[src/mps_pkg.sv]
// Shared types and constants of the metric prefix scaler.
// Used by the divider, the sequencer and the top level; depends on nothing.
package mps_pkg;

  localparam int unsigned PREFIX_COUNT_DEF = 8;

  localparam int unsigned VAL_W   = 64;
  localparam int unsigned DIV_W   = 32;
  localparam int unsigned BASE_W  = 16;
  localparam int unsigned FRAC_W  = 32;
  localparam int unsigned IDX_W   = 4;
  localparam int unsigned UNIT_W  = 8;
  localparam int unsigned PROD_W  = VAL_W + BASE_W;

  localparam int unsigned CFG_IDX_W  = 2;
  localparam int unsigned CFG_DATA_W = 32;

  localparam int unsigned OUT_W       = VAL_W + FRAC_W + 1 + IDX_W + UNIT_W + 1;
  localparam int unsigned OUT_TDATA_W = ((OUT_W + 7) / 8) * 8;

  // Register indexes of the configuration port
  localparam logic [CFG_IDX_W-1:0] REG_FIXED_DIVISOR = 2'd0;
  localparam logic [CFG_IDX_W-1:0] REG_PREFIX_BASE   = 2'd1;
  localparam logic [CFG_IDX_W-1:0] REG_OMIT_ZERO     = 2'd2;
  localparam logic [CFG_IDX_W-1:0] REG_UNIT_SYMBOL   = 2'd3;

  // Reset values of the configuration registers
  localparam logic [DIV_W-1:0]  DIVISOR_RST = 32'd1;
  localparam logic [BASE_W-1:0] BASE_RST    = 16'd1000;

  // Fixed multiplicands for the fraction digits
  localparam logic [BASE_W-1:0] MUL_HUNDRED = 16'd100;
  localparam logic [BASE_W-1:0] MUL_TEN     = 16'd10;

  typedef struct packed {
    logic [DIV_W-1:0]  fixed_divisor;
    logic [BASE_W-1:0] prefix_base;
    logic              omit_zero_fraction;
    logic [UNIT_W-1:0] unit_symbol;
  } cfg_t;

  typedef struct packed {
    logic             start;
    logic [VAL_W-1:0] num;
    logic [VAL_W-1:0] den;
  } div_req_t;

  typedef struct packed {
    logic             done;
    logic [VAL_W-1:0] quo;
    logic [VAL_W-1:0] rem;
  } div_rsp_t;

  typedef struct packed {
    logic [VAL_W-1:0]  whole_part;
    logic [FRAC_W-1:0] fraction_part;
    logic              fraction_shown;
    logic [IDX_W-1:0]  prefix_index;
    logic [UNIT_W-1:0] unit_out;
    logic              invalid;
  } result_t;

  typedef enum logic [4:0] {
    S_IDLE,
    S_L_SCALE,
    S_W_SCALE,
    S_MUL_POW,
    S_TEST,
    S_ADJUST,
    S_L_WHOLE,
    S_W_WHOLE,
    S_L_QUOT,
    S_W_QUOT,
    S_MUL_100,
    S_L_BASE,
    S_W_BASE,
    S_MUL_10,
    S_L_FRAC,
    S_W_FRAC,
    S_DONE
  } seq_state_t;

endpackage

[src/mps_div.sv]
// Bit-serial restoring divider, 64 by 64 bits, one quotient bit per cycle.
// Depends on mps_pkg for widths and the request/response structs.
module mps_div (
  input  logic              clk,
  input  logic              rst,
  input  mps_pkg::div_req_t req,
  output mps_pkg::div_rsp_t rsp
);

  localparam int unsigned CNT_W = $clog2(mps_pkg::VAL_W);
  localparam logic [CNT_W-1:0] CNT_LAST = CNT_W'(mps_pkg::VAL_W - 1);

  logic                     busy;
  logic                     done;
  logic [CNT_W-1:0]         cnt;
  logic [mps_pkg::VAL_W:0]   rem;
  logic [mps_pkg::VAL_W-1:0] quo;
  logic [mps_pkg::VAL_W-1:0] den;

  logic [mps_pkg::VAL_W:0]   shifted;
  logic [mps_pkg::VAL_W:0]   diff;
  logic                     fits;

  // Shift in the next numerator bit and try the subtraction
  always_comb begin
    shifted = {rem[mps_pkg::VAL_W-1:0], quo[mps_pkg::VAL_W-1]};
    diff    = shifted - {1'b0, den};
    fits    = shifted >= {1'b0, den};
  end

  // Control: count the quotient bits while busy and flag done after the last one
  always_ff @(posedge clk) begin
    if (rst) begin
      busy <= 1'b0;
      done <= 1'b0;
      cnt  <= '0;
    end else begin
      done <= busy && (cnt == CNT_LAST);
      if (req.start) begin
        busy <= 1'b1;
        cnt  <= '0;
      end else if (busy) begin
        cnt <= cnt + CNT_W'(1);
        if (cnt == CNT_LAST) begin
          busy <= 1'b0;
        end
      end
    end
  end

  // Datapath: partial remainder and quotient shift register
  always_ff @(posedge clk) begin
    if (req.start) begin
      rem <= '0;
      quo <= req.num;
      den <= req.den;
    end else if (busy) begin
      rem <= fits ? diff : shifted;
      quo <= {quo[mps_pkg::VAL_W-2:0], fits};
    end
  end

  assign rsp.done = done;
  assign rsp.quo  = quo;
  assign rsp.rem  = rem[mps_pkg::VAL_W-1:0];

endmodule

[src/mps_seq.sv]
// Sequencer and datapath of the metric prefix scaler: prefix search with a
// shared 64x16 multiplier, and fraction work on the shared divider.
// Depends on mps_pkg; drives mps_div through its request/response structs.
module mps_seq #(
  parameter int unsigned PREFIX_COUNT = mps_pkg::PREFIX_COUNT_DEF
) (
  input  logic                      clk,
  input  logic                      rst,
  input  mps_pkg::cfg_t             cfg,
  input  logic                      in_valid,
  input  logic [mps_pkg::VAL_W-1:0] in_value,
  output logic                      idle,
  input  logic                      out_free,
  output logic                      res_valid,
  output mps_pkg::result_t          res,
  output mps_pkg::div_req_t         div_req,
  input  mps_pkg::div_rsp_t         div_rsp
);

  localparam int unsigned VW = mps_pkg::VAL_W;
  localparam int unsigned PW = mps_pkg::PROD_W;
  localparam int unsigned IW = mps_pkg::IDX_W;

  mps_pkg::seq_state_t state, state_next;

  logic [VW-1:0]           val;
  logic [VW-1:0]           scaled;
  logic [mps_pkg::DIV_W-1:0] rem0;
  logic [VW-1:0]           dv;
  logic [VW-1:0]           dv_prev;
  logic [VW-1:0]           dv_pp;
  logic [VW-1:0]           tmp;
  logic [PW-1:0]           prod;
  logic [IW-1:0]           steps;
  logic [VW-1:0]           whole;
  logic [mps_pkg::FRAC_W-1:0] frac;
  logic                    shown;
  logic                    scaled_path;
  logic                    inv;

  logic [VW-1:0]           base64;
  logic [VW-1:0]           dec64;
  logic                    cfg_bad;
  logic                    ovf;
  logic                    step_ok;
  logic                    dv_is_base;
  logic [VW-1:0]           frac_den;
  logic                    grow;
  logic [VW-1:0]           mul_a;
  logic [mps_pkg::BASE_W-1:0] mul_b;
  logic [PW-1:0]           mul_p;

  // Common decodes
  always_comb begin
    base64     = VW'(cfg.prefix_base);
    dec64      = VW'(cfg.fixed_divisor);
    cfg_bad    = (cfg.fixed_divisor == '0) || (cfg.prefix_base == '0);
    ovf        = |prod[PW-1:VW];
    step_ok    = steps < IW'(PREFIX_COUNT);
    dv_is_base = dv == base64;
    frac_den   = dv_is_base ? dv : dv_prev;
    grow       = !ovf && (scaled >= dv) && step_ok;
  end

  // Next state
  always_comb begin
    state_next = state;
    case (state)
      mps_pkg::S_IDLE: begin
        if (in_valid) begin
          state_next = cfg_bad ? mps_pkg::S_DONE : mps_pkg::S_L_SCALE;
        end
      end
      mps_pkg::S_L_SCALE: state_next = mps_pkg::S_W_SCALE;
      mps_pkg::S_W_SCALE: begin
        if (div_rsp.done) begin
          state_next = mps_pkg::S_MUL_POW;
        end
      end
      mps_pkg::S_MUL_POW: state_next = mps_pkg::S_TEST;
      mps_pkg::S_TEST: state_next = grow ? mps_pkg::S_MUL_POW : mps_pkg::S_ADJUST;
      mps_pkg::S_ADJUST: begin
        if (!dv_is_base) begin
          state_next = mps_pkg::S_L_WHOLE;
        end else if (cfg.omit_zero_fraction && (rem0 == '0)) begin
          state_next = mps_pkg::S_DONE;
        end else if (dec64 > base64) begin
          state_next = mps_pkg::S_L_BASE;
        end else begin
          state_next = mps_pkg::S_MUL_10;
        end
      end
      mps_pkg::S_L_WHOLE: state_next = mps_pkg::S_W_WHOLE;
      mps_pkg::S_W_WHOLE: begin
        if (div_rsp.done) begin
          if (cfg.omit_zero_fraction && (div_rsp.rem == '0)) begin
            state_next = mps_pkg::S_DONE;
          end else if (dv_is_base) begin
            state_next = mps_pkg::S_MUL_100;
          end else begin
            state_next = mps_pkg::S_L_QUOT;
          end
        end
      end
      mps_pkg::S_L_QUOT: state_next = mps_pkg::S_W_QUOT;
      mps_pkg::S_W_QUOT: begin
        if (div_rsp.done) begin
          state_next = mps_pkg::S_MUL_100;
        end
      end
      mps_pkg::S_MUL_100: state_next = mps_pkg::S_L_FRAC;
      mps_pkg::S_L_BASE: state_next = mps_pkg::S_W_BASE;
      mps_pkg::S_W_BASE: begin
        if (div_rsp.done) begin
          state_next = mps_pkg::S_MUL_10;
        end
      end
      mps_pkg::S_MUL_10: state_next = mps_pkg::S_L_FRAC;
      mps_pkg::S_L_FRAC: state_next = mps_pkg::S_W_FRAC;
      mps_pkg::S_W_FRAC: begin
        if (div_rsp.done) begin
          state_next = mps_pkg::S_DONE;
        end
      end
      mps_pkg::S_DONE: begin
        if (out_free) begin
          state_next = mps_pkg::S_IDLE;
        end
      end
      default: state_next = mps_pkg::S_IDLE;
    endcase
  end

  // Outputs: divider launches, multiplier operands, handshake flags
  always_comb begin
    div_req.start = 1'b0;
    div_req.num   = val;
    div_req.den   = dec64;
    mul_a         = tmp;
    mul_b         = mps_pkg::MUL_TEN;
    idle          = 1'b0;
    res_valid     = 1'b0;
    case (state)
      mps_pkg::S_IDLE: idle = 1'b1;
      mps_pkg::S_L_SCALE: begin
        div_req.start = 1'b1;
        div_req.num   = val;
        div_req.den   = dec64;
      end
      mps_pkg::S_MUL_POW: begin
        mul_a = dv;
        mul_b = cfg.prefix_base;
      end
      mps_pkg::S_L_WHOLE: begin
        div_req.start = 1'b1;
        div_req.num   = scaled;
        div_req.den   = dv;
      end
      mps_pkg::S_L_QUOT: begin
        div_req.start = 1'b1;
        div_req.num   = tmp;
        div_req.den   = base64;
      end
      mps_pkg::S_MUL_100: begin
        mul_a = tmp;
        mul_b = mps_pkg::MUL_HUNDRED;
      end
      mps_pkg::S_L_BASE: begin
        div_req.start = 1'b1;
        div_req.num   = dec64;
        div_req.den   = base64;
      end
      mps_pkg::S_MUL_10: begin
        mul_a = tmp;
        mul_b = mps_pkg::MUL_TEN;
      end
      mps_pkg::S_L_FRAC: begin
        div_req.start = 1'b1;
        div_req.num   = scaled_path ? prod[VW-1:0] : VW'(rem0);
        div_req.den   = scaled_path ? frac_den : prod[VW-1:0];
      end
      mps_pkg::S_DONE: res_valid = 1'b1;
      default: ;
    endcase
  end

  // Shared multiplier
  assign mul_p = PW'(mul_a) * PW'(mul_b);

  // State register
  always_ff @(posedge clk) begin
    if (rst) begin
      state <= mps_pkg::S_IDLE;
    end else begin
      state <= state_next;
    end
  end

  // Datapath registers
  always_ff @(posedge clk) begin
    case (state)
      mps_pkg::S_IDLE: begin
        if (in_valid) begin
          val         <= in_value;
          inv         <= cfg_bad;
          whole       <= '0;
          frac        <= '0;
          shown       <= 1'b0;
          scaled_path <= 1'b0;
          steps       <= '0;
        end
      end
      mps_pkg::S_W_SCALE: begin
        if (div_rsp.done) begin
          scaled  <= div_rsp.quo;
          rem0    <= div_rsp.rem[mps_pkg::DIV_W-1:0];
          dv      <= base64;
          dv_prev <= VW'(1);
          steps   <= '0;
        end
      end
      mps_pkg::S_MUL_POW, mps_pkg::S_MUL_100, mps_pkg::S_MUL_10: prod <= mul_p;
      mps_pkg::S_TEST: begin
        // Advance one power of the base
        if (grow) begin
          dv_pp   <= dv_prev;
          dv_prev <= dv;
          dv      <= prod[VW-1:0];
          steps   <= steps + IW'(1);
        end
      end
      mps_pkg::S_ADJUST: begin
        if (!dv_is_base) begin
          scaled_path <= 1'b1;
          // Promote on the undivided value, else drop back one power
          if ((val >= dv) && step_ok) begin
            steps <= steps + IW'(1);
          end else begin
            dv      <= dv_prev;
            dv_prev <= dv_pp;
          end
        end else begin
          whole <= scaled;
          tmp   <= VW'(1);
        end
      end
      mps_pkg::S_W_WHOLE: begin
        if (div_rsp.done) begin
          whole <= div_rsp.quo;
          tmp   <= div_rsp.rem;
        end
      end
      mps_pkg::S_W_QUOT, mps_pkg::S_W_BASE: begin
        if (div_rsp.done) begin
          tmp <= div_rsp.quo;
        end
      end
      mps_pkg::S_W_FRAC: begin
        if (div_rsp.done) begin
          frac  <= div_rsp.quo[mps_pkg::FRAC_W-1:0];
          shown <= 1'b1;
        end
      end
      default: ;
    endcase
  end

  // Result fields
  always_comb begin
    res.whole_part     = whole;
    res.fraction_part  = frac;
    res.fraction_shown = shown;
    res.prefix_index   = scaled_path ? steps : '0;
    res.unit_out       = scaled_path ? cfg.unit_symbol : '0;
    res.invalid        = inv;
  end

endmodule

[src/metric_prefix_scaler.sv]
// Metric prefix scaler, one item at a time: the bit-serial divider runs one to four
// times an item, plus a prefix test on the shared multiplier per power of the base.
// An invalid configuration skips the divider and goes straight to the result. No
// new item is taken until the result has been handed to the output register.
// rst is synchronous, active high: it empties the output register, idles the
// sequencer and loads the configuration registers with their defaults.
module metric_prefix_scaler #(
  parameter int unsigned PREFIX_COUNT = mps_pkg::PREFIX_COUNT_DEF
) (
  input  logic                            clk,
  input  logic                            rst,
  input  logic                            cfg_wen,
  input  logic [mps_pkg::CFG_IDX_W-1:0]   cfg_index,
  input  logic [mps_pkg::CFG_DATA_W-1:0]  cfg_wdata,
  input  logic                            s_tvalid,
  output logic                            s_tready,
  // raw_value[63:0]
  input  logic [mps_pkg::VAL_W-1:0]       s_tdata,
  output logic                            m_tvalid,
  input  logic                            m_tready,
  // whole_part[63:0], fraction_part[95:64], fraction_shown[96],
  // prefix_index[100:97], unit_out[108:101], invalid[109], zero pad[111:110]
  output logic [mps_pkg::OUT_TDATA_W-1:0] m_tdata
);

  mps_pkg::cfg_t      cfg;
  mps_pkg::result_t   res;
  mps_pkg::div_req_t  div_req;
  mps_pkg::div_rsp_t  div_rsp;
  logic               idle;
  logic               res_valid;
  logic               out_free;
  logic               in_accept;

  // Configuration registers
  always_ff @(posedge clk) begin
    if (rst) begin
      cfg.fixed_divisor      <= mps_pkg::DIVISOR_RST;
      cfg.prefix_base        <= mps_pkg::BASE_RST;
      cfg.omit_zero_fraction <= 1'b0;
      cfg.unit_symbol        <= '0;
    end else if (cfg_wen) begin
      case (cfg_index)
        mps_pkg::REG_FIXED_DIVISOR: cfg.fixed_divisor <= cfg_wdata[mps_pkg::DIV_W-1:0];
        mps_pkg::REG_PREFIX_BASE:   cfg.prefix_base <= cfg_wdata[mps_pkg::BASE_W-1:0];
        mps_pkg::REG_OMIT_ZERO:     cfg.omit_zero_fraction <= cfg_wdata[0];
        mps_pkg::REG_UNIT_SYMBOL:   cfg.unit_symbol <= cfg_wdata[mps_pkg::UNIT_W-1:0];
        default: ;
      endcase
    end
  end

  // Input handshake: take an item whenever the sequencer is idle
  assign s_tready  = idle;
  assign in_accept = s_tvalid && idle;

  // Output register frees the sequencer as soon as it is taken or empty
  assign out_free = !m_tvalid || m_tready;

  always_ff @(posedge clk) begin
    if (rst) begin
      m_tvalid <= 1'b0;
    end else if (res_valid && out_free) begin
      m_tvalid <= 1'b1;
    end else if (m_tready) begin
      m_tvalid <= 1'b0;
    end
  end

  always_ff @(posedge clk) begin
    if (res_valid && out_free) begin
      m_tdata <= {(mps_pkg::OUT_TDATA_W - mps_pkg::OUT_W)'(0), res.invalid, res.unit_out,
                  res.prefix_index, res.fraction_shown, res.fraction_part, res.whole_part};
    end
  end

  mps_seq #(
    .PREFIX_COUNT(PREFIX_COUNT)
  ) u_seq (
    .clk      (clk),
    .rst      (rst),
    .cfg      (cfg),
    .in_valid (in_accept),
    .in_value (s_tdata),
    .idle     (idle),
    .out_free (out_free),
    .res_valid(res_valid),
    .res      (res),
    .div_req  (div_req),
    .div_rsp  (div_rsp)
  );

  mps_div u_div (
    .clk(clk),
    .rst(rst),
    .req(div_req),
    .rsp(div_rsp)
  );

endmodule

[config.mk]
export PLATFORM = sky130hd
export DESIGN_NAME = metric_prefix_scaler
export DESIGN_NICKNAME = d
export VERILOG_FILES = /design/src/mps_pkg.sv /design/src/mps_div.sv /design/src/mps_seq.sv /design/src/metric_prefix_scaler.sv
export SDC_FILE = /design/constraint.sdc
export NUM_CORES = 2
export LEC_CHECK = 0
export ABC_AREA = 0
export BUFFER_PORTS_ARGS = -buffer_cell sky130_fd_sc_hd__buf_4
export CORE_AREA = 5 5 402 404
export CTS_CLUSTER_SIZE = 12
export DETAILED_ROUTE_END_ITERATION = 7
export DIE_AREA = 0 0 407 409
export PLACE_DENSITY_LB_ADDON = 0.3
export SLEW_MARGIN = 40
export SYNTH_ARGS = -nofsm -noshare
export SYNTH_HDL_FRONTEND = slang
export SYNTH_SLANG_ARGS = --single-unit
[constraint.sdc]
create_clock -name clk -period 8.1 [get_ports clk]
set_input_delay 1.62 -clock clk [delete_from_list [all_inputs] [get_ports clk]]
set_output_delay 1.62 -clock clk [all_outputs]
set_load 0.05 [all_outputs]
==> run summary <==
The worst setup slack after placement came out at -231 ps. The design area is 0.0891 sq mm. The insertion delay to the later sink of the worst-skew pair came out at just under 800 ps. The register with the most flip-flops in the layout has 110 of them. In the final layout, the multi-input gates occupy 0.0450 sq mm. The post-detailed-route wirelength per cell came out at between 20 and 30 um.

The instance area after placement is 0.0848 sq mm. The maximum fanout along the worst path came out at 28. The worst setup path is launched from a flip-flop. The average size of a mapped cell is 9.94 sq um. In this run the static leakage power is 38.3 nW. The path type of the worst setup path is reg2reg. The level count of the clock H-tree is 3. The number of synthesized flops with an enable pin is between 800 and 900. The area growth from synthesis to layout is 14.0%. The share of final-layout standard cells stronger than drive strength 1 is 12.3%. In this run the power density over the cells is 448 mW/mm^2. After the last flow step, the layout net total stands at 9561. The final critical path time including I/O delays and setup came out at 7930 ps.

The actual transition at the worst max-transition pin is 903 ps. The global-route usage over all layers is 34.8%. The worst hold path belongs to the class reg2reg.

The number of sinks driven by the clock tree is 972. The power after layout is approximately 40 mW. Sequential cells were found to cover ~36% of the synthesized design area.

The run finished with clean final reports. The antenna violation net count after detailed routing came out at 0. The finished layout holds 10400 standard cells, fillers aside. The biggest cell delay along the critical path came out at 560 ps. The area share of the largest cell type after synthesis came out at 32.1%. The initial cell density of the core is 49.7%. The final critical path takes up 97.9% of the cycle. Setup repair after global routing could not meet its margin everywhere.

The endpoint required time on the critical path is 8600 ps. The number of DRC violations after detailed-routing iteration 0 came out at 6843. The sequential cell area in the final layout is about 0.028 sq mm. The via count of the first global-routing pass came out at between 60000 and 70000. The worst setup skew after layout is 47.8 ps.

The number of vias per cell after detailed routing is 6.16. In this run the deepest clock path goes through 3 buffers. The final setup violation count is 0. The initialized floorplan defines 146 standard-cell rows. The final hold slack is 401 ps. The post-route core utilization is 56.6%. The worst setup path is captured at a flip-flop. The number of buffers added on ports came out at 214.

The number of top-level design ports came out at 217. In the routed design, unresolved DRC markers number 0. The critical path's most frequent cell is sky130_fd_sc_hd__buf_4. Clock-pin slew was measured on the worst setup and hold paths at 60 ps.

The final weighted congestion in routability-driven placement is 1.00. For the worst setup path, the data arrival time is 8430 ps. The number of storage elements in the synthesis netlist is ~970. The highest-delay cell along the critical path is sky130_fd_sc_hd__fa_1.

The root buffer cell chosen for the clock tree is sky130_fd_sc_hd__clkbuf_16. The count of fill cells added during filler insertion came out at 13700. Of all cell types, the one taking the most synthesized area is sky130_fd_sc_hd__edfxtp_1. In this run the cell area of the synthesized design comes to 0.0782 sq mm. The pin count of the biggest net entering global routing is 92. The post-route setup TNS is 0 ps.

The first-pass GRT wire length came out at 426 mm. The gate count of the mapped netlist came out at 7870. The half-perimeter wire length after detailed placement came out at between 200 and 250 mm. The post-route worst setup slack came out at ~170 ps.

The most used flip-flop cell after synthesis is sky130_fd_sc_hd__edfxtp_1. The achievable clock frequency is around 130 MHz. The number of buffers added by the clock tree synthesis step is 107.

The largest registers in the layout are m_tdata x110, u_seq.prod x80. During synthesis, Yosys emitted a total of 0 warnings. The worst vdd rail ir drop is 0.530 mV. The count of cell types in the netlist is 85. The horizontal die dimension is 407 um. Ranked by total cell area, the synthesized netlist is headed by sky130_fd_sc_hd__edfxtp_1 (32%), sky130_fd_sc_hd__fa_1 (22%), sky130_fd_sc_hd__ha_1 (5.8%), sky130_fd_sc_hd__nand2_1 (5.7%), sky130_fd_sc_hd__inv_1 (5.0%). The floorplan step defined a core boundary enclosing 0.157 sq mm. The final count of pins violating max slew is 0. The via total after detailed routing is approximately 64000. Headroom to the max-slew limit came out at about two fifths. The number of placed instances, taps included, is 10200. The max-cap violation count is 0. The number of search-and-repair iterations in the first detailed-routing pass came out at 8.

TritonCTS built the clock tree. The initial antenna violation count came to 8. After global routing the overflow that remains totals 0. Summed over all layers, the routed wires come to 294 mm. The die covers 0.166 sq mm.

The async set-or-reset flop fraction in the synthesized netlist came out at 0%. The hold violation count in the final report is 0. The number of hold buffers added after CTS was 0. The largest register by flop count is m_tdata. The die height came out at 409 um.
==> critical path: cells and delay by family (launching register included) <==
family	cells	cell delay, ps
AO/OA/AOI/OAI	4	820
adder cells (fa/ha/maj)	7	3340
buffers and inverters	12	1670
flip-flops	1	330
AND/OR/NAND/NOR	8	1440
==> synth_stat cells, types with 10 or more instances <==
master / number
sky130_fd_sc_hd__a211o_1: 10
sky130_fd_sc_hd__a31oi_1: 62
sky130_fd_sc_hd__a22o_1: 206
sky130_fd_sc_hd__mux2i_1: 64
sky130_fd_sc_hd__a211oi_1: 15
sky130_fd_sc_hd__nor2b_1: 29
sky130_fd_sc_hd__xnor2_1: 89
sky130_fd_sc_hd__nand3b_1: 13
sky130_fd_sc_hd__and2_1: 57
sky130_fd_sc_hd__nand2b_1: 21
sky130_fd_sc_hd__o21a_1: 23
sky130_fd_sc_hd__o21bai_1: 34
sky130_fd_sc_hd__clkbuf_1: 435
sky130_fd_sc_hd__a21oi_1: 410
sky130_fd_sc_hd__clkinv_1: 19
sky130_fd_sc_hd__and4_1: 11
sky130_fd_sc_hd__a22oi_1: 69
sky130_fd_sc_hd__nand3_1: 89
sky130_fd_sc_hd__xor2_1: 64
sky130_fd_sc_hd__ha_1: 362
sky130_fd_sc_hd__buf_2: 14
sky130_fd_sc_hd__a21o_1: 172
sky130_fd_sc_hd__nand2_1: 1182
sky130_fd_sc_hd__buf_1: 33
sky130_fd_sc_hd__fa_1: 867
sky130_fd_sc_hd__nor4_1: 65
sky130_fd_sc_hd__a221oi_1: 74
sky130_fd_sc_hd__o21ai_1: 42
sky130_fd_sc_hd__o21ai_0: 272
sky130_fd_sc_hd__inv_1: 1033
sky130_fd_sc_hd__and3_1: 88
sky130_fd_sc_hd__dfxtp_1: 135
sky130_fd_sc_hd__a222oi_1: 16
sky130_fd_sc_hd__o211ai_1: 18
sky130_fd_sc_hd__edfxtp_1: 837
sky130_fd_sc_hd__o31ai_1: 11
sky130_fd_sc_hd__nor3_1: 302
sky130_fd_sc_hd__nor2_1: 405
sky130_fd_sc_hd__nand4_1: 85
==> cell families after synthesis <==
family                   count (synthesis)  share of synthesized area, %
other                                    1                       0.00480
XOR/XNOR                               153                          1.71
adder cells (fa/ha/maj)               1229                          28.0
multiplexers                            66                         0.848
AND/OR/NAND/NOR                       2394                          13.6
flip-flops                             972                          35.6
AO/OA/AOI/OAI                         1511                          12.8
buffers and inverters                 1544                          7.47
==> metal layers <==
metal / wire (um) / global-route usage, % / part of all wire, %
met5: 65 / 0 / 0.022
met4: 30200 / 27.0 / 10
met3: 26200 / 6.28 / 8.9
met2: 132000 / 55.0 / 45
met1: 105000 / 42.4 / 36
==> power breakdown <==
part / internal [mW] / leakage, nW / switching, mW
Sequential: 7.82 / 8.86 / 1.43
Combinational: 10.5 / 27.8 / 15.2
Clock: 2.78 / 1.69 / 2.18
Total: 21.1 / 38.3 / 18.9
==> timing repair <==
action,4_1_cts,5_1_grt
pin swaps,1,21
gates resized for setup,7,85
cloned,0,6
setup buffers,3,27
setup endpoints to repair,13,31
==> path summary, 6_finish.rpt <==
| kind | slack, ps | endpoint | from | cells after the start |
|---|---|---|---|---|
| worst min-delay path | 400 | m_tdata[19] | u_seq.whole[19] | 0 |
| worst max-delay path | 170 | u_seq.prod[77] | u_seq.state[2] | 31 |
| worst max register to register | 170 | u_seq.prod[77] | u_seq.state[2] | 31 |
| worst min register to register | 400 | m_tdata[19] | u_seq.whole[19] | 0 |
==> placed cells by master, fill, tap and decap left out, types with 14 or more instances in the layout <==
master                      instances
sky130_fd_sc_hd__a21o_1           172
sky130_fd_sc_hd__a21oi_1          393
sky130_fd_sc_hd__a21oi_2           14
sky130_fd_sc_hd__a221oi_1          72
sky130_fd_sc_hd__a222oi_1          16
sky130_fd_sc_hd__a22o_1           206
sky130_fd_sc_hd__a22oi_1           69
sky130_fd_sc_hd__a31oi_1           61
sky130_fd_sc_hd__and2_1            55
sky130_fd_sc_hd__and3_1            85
sky130_fd_sc_hd__buf_12            28
sky130_fd_sc_hd__buf_4            678
sky130_fd_sc_hd__buf_6             19
sky130_fd_sc_hd__clkbuf_1          30
sky130_fd_sc_hd__clkbuf_16        113
sky130_fd_sc_hd__clkinv_1          26
sky130_fd_sc_hd__clkinv_2          16
sky130_fd_sc_hd__dfxtp_1          131
sky130_fd_sc_hd__edfxtp_1         837
sky130_fd_sc_hd__fa_1             867
sky130_fd_sc_hd__ha_1             359
sky130_fd_sc_hd__inv_1           1031
sky130_fd_sc_hd__mux2i_1           64
sky130_fd_sc_hd__nand2_1         1178
sky130_fd_sc_hd__nand2b_1          20
sky130_fd_sc_hd__nand3_1           85
sky130_fd_sc_hd__nand4_1           85
sky130_fd_sc_hd__nor2_1           377
sky130_fd_sc_hd__nor2_2            14
sky130_fd_sc_hd__nor2_4            14
sky130_fd_sc_hd__nor2b_1           28
sky130_fd_sc_hd__nor3_1           298
sky130_fd_sc_hd__nor4_1            61
sky130_fd_sc_hd__o211ai_1          18
sky130_fd_sc_hd__o21a_1            23
sky130_fd_sc_hd__o21ai_0          258
sky130_fd_sc_hd__o21ai_1           49
sky130_fd_sc_hd__o21bai_1          34
sky130_fd_sc_hd__xnor2_1           89
sky130_fd_sc_hd__xor2_1            64
==> cell type report <==
class                   count  share of cell area, %
multi-input cells        5355                   50.5
flip-flops and latches    972                   31.2
repair buffers            739                   6.97
inverters                1054                   4.44
clock buffers             149                   3.32
well taps                2072                   2.91
clock inverters            47                  0.596
diodes                      3                0.00842
Power figures use the tool's default switching activity.
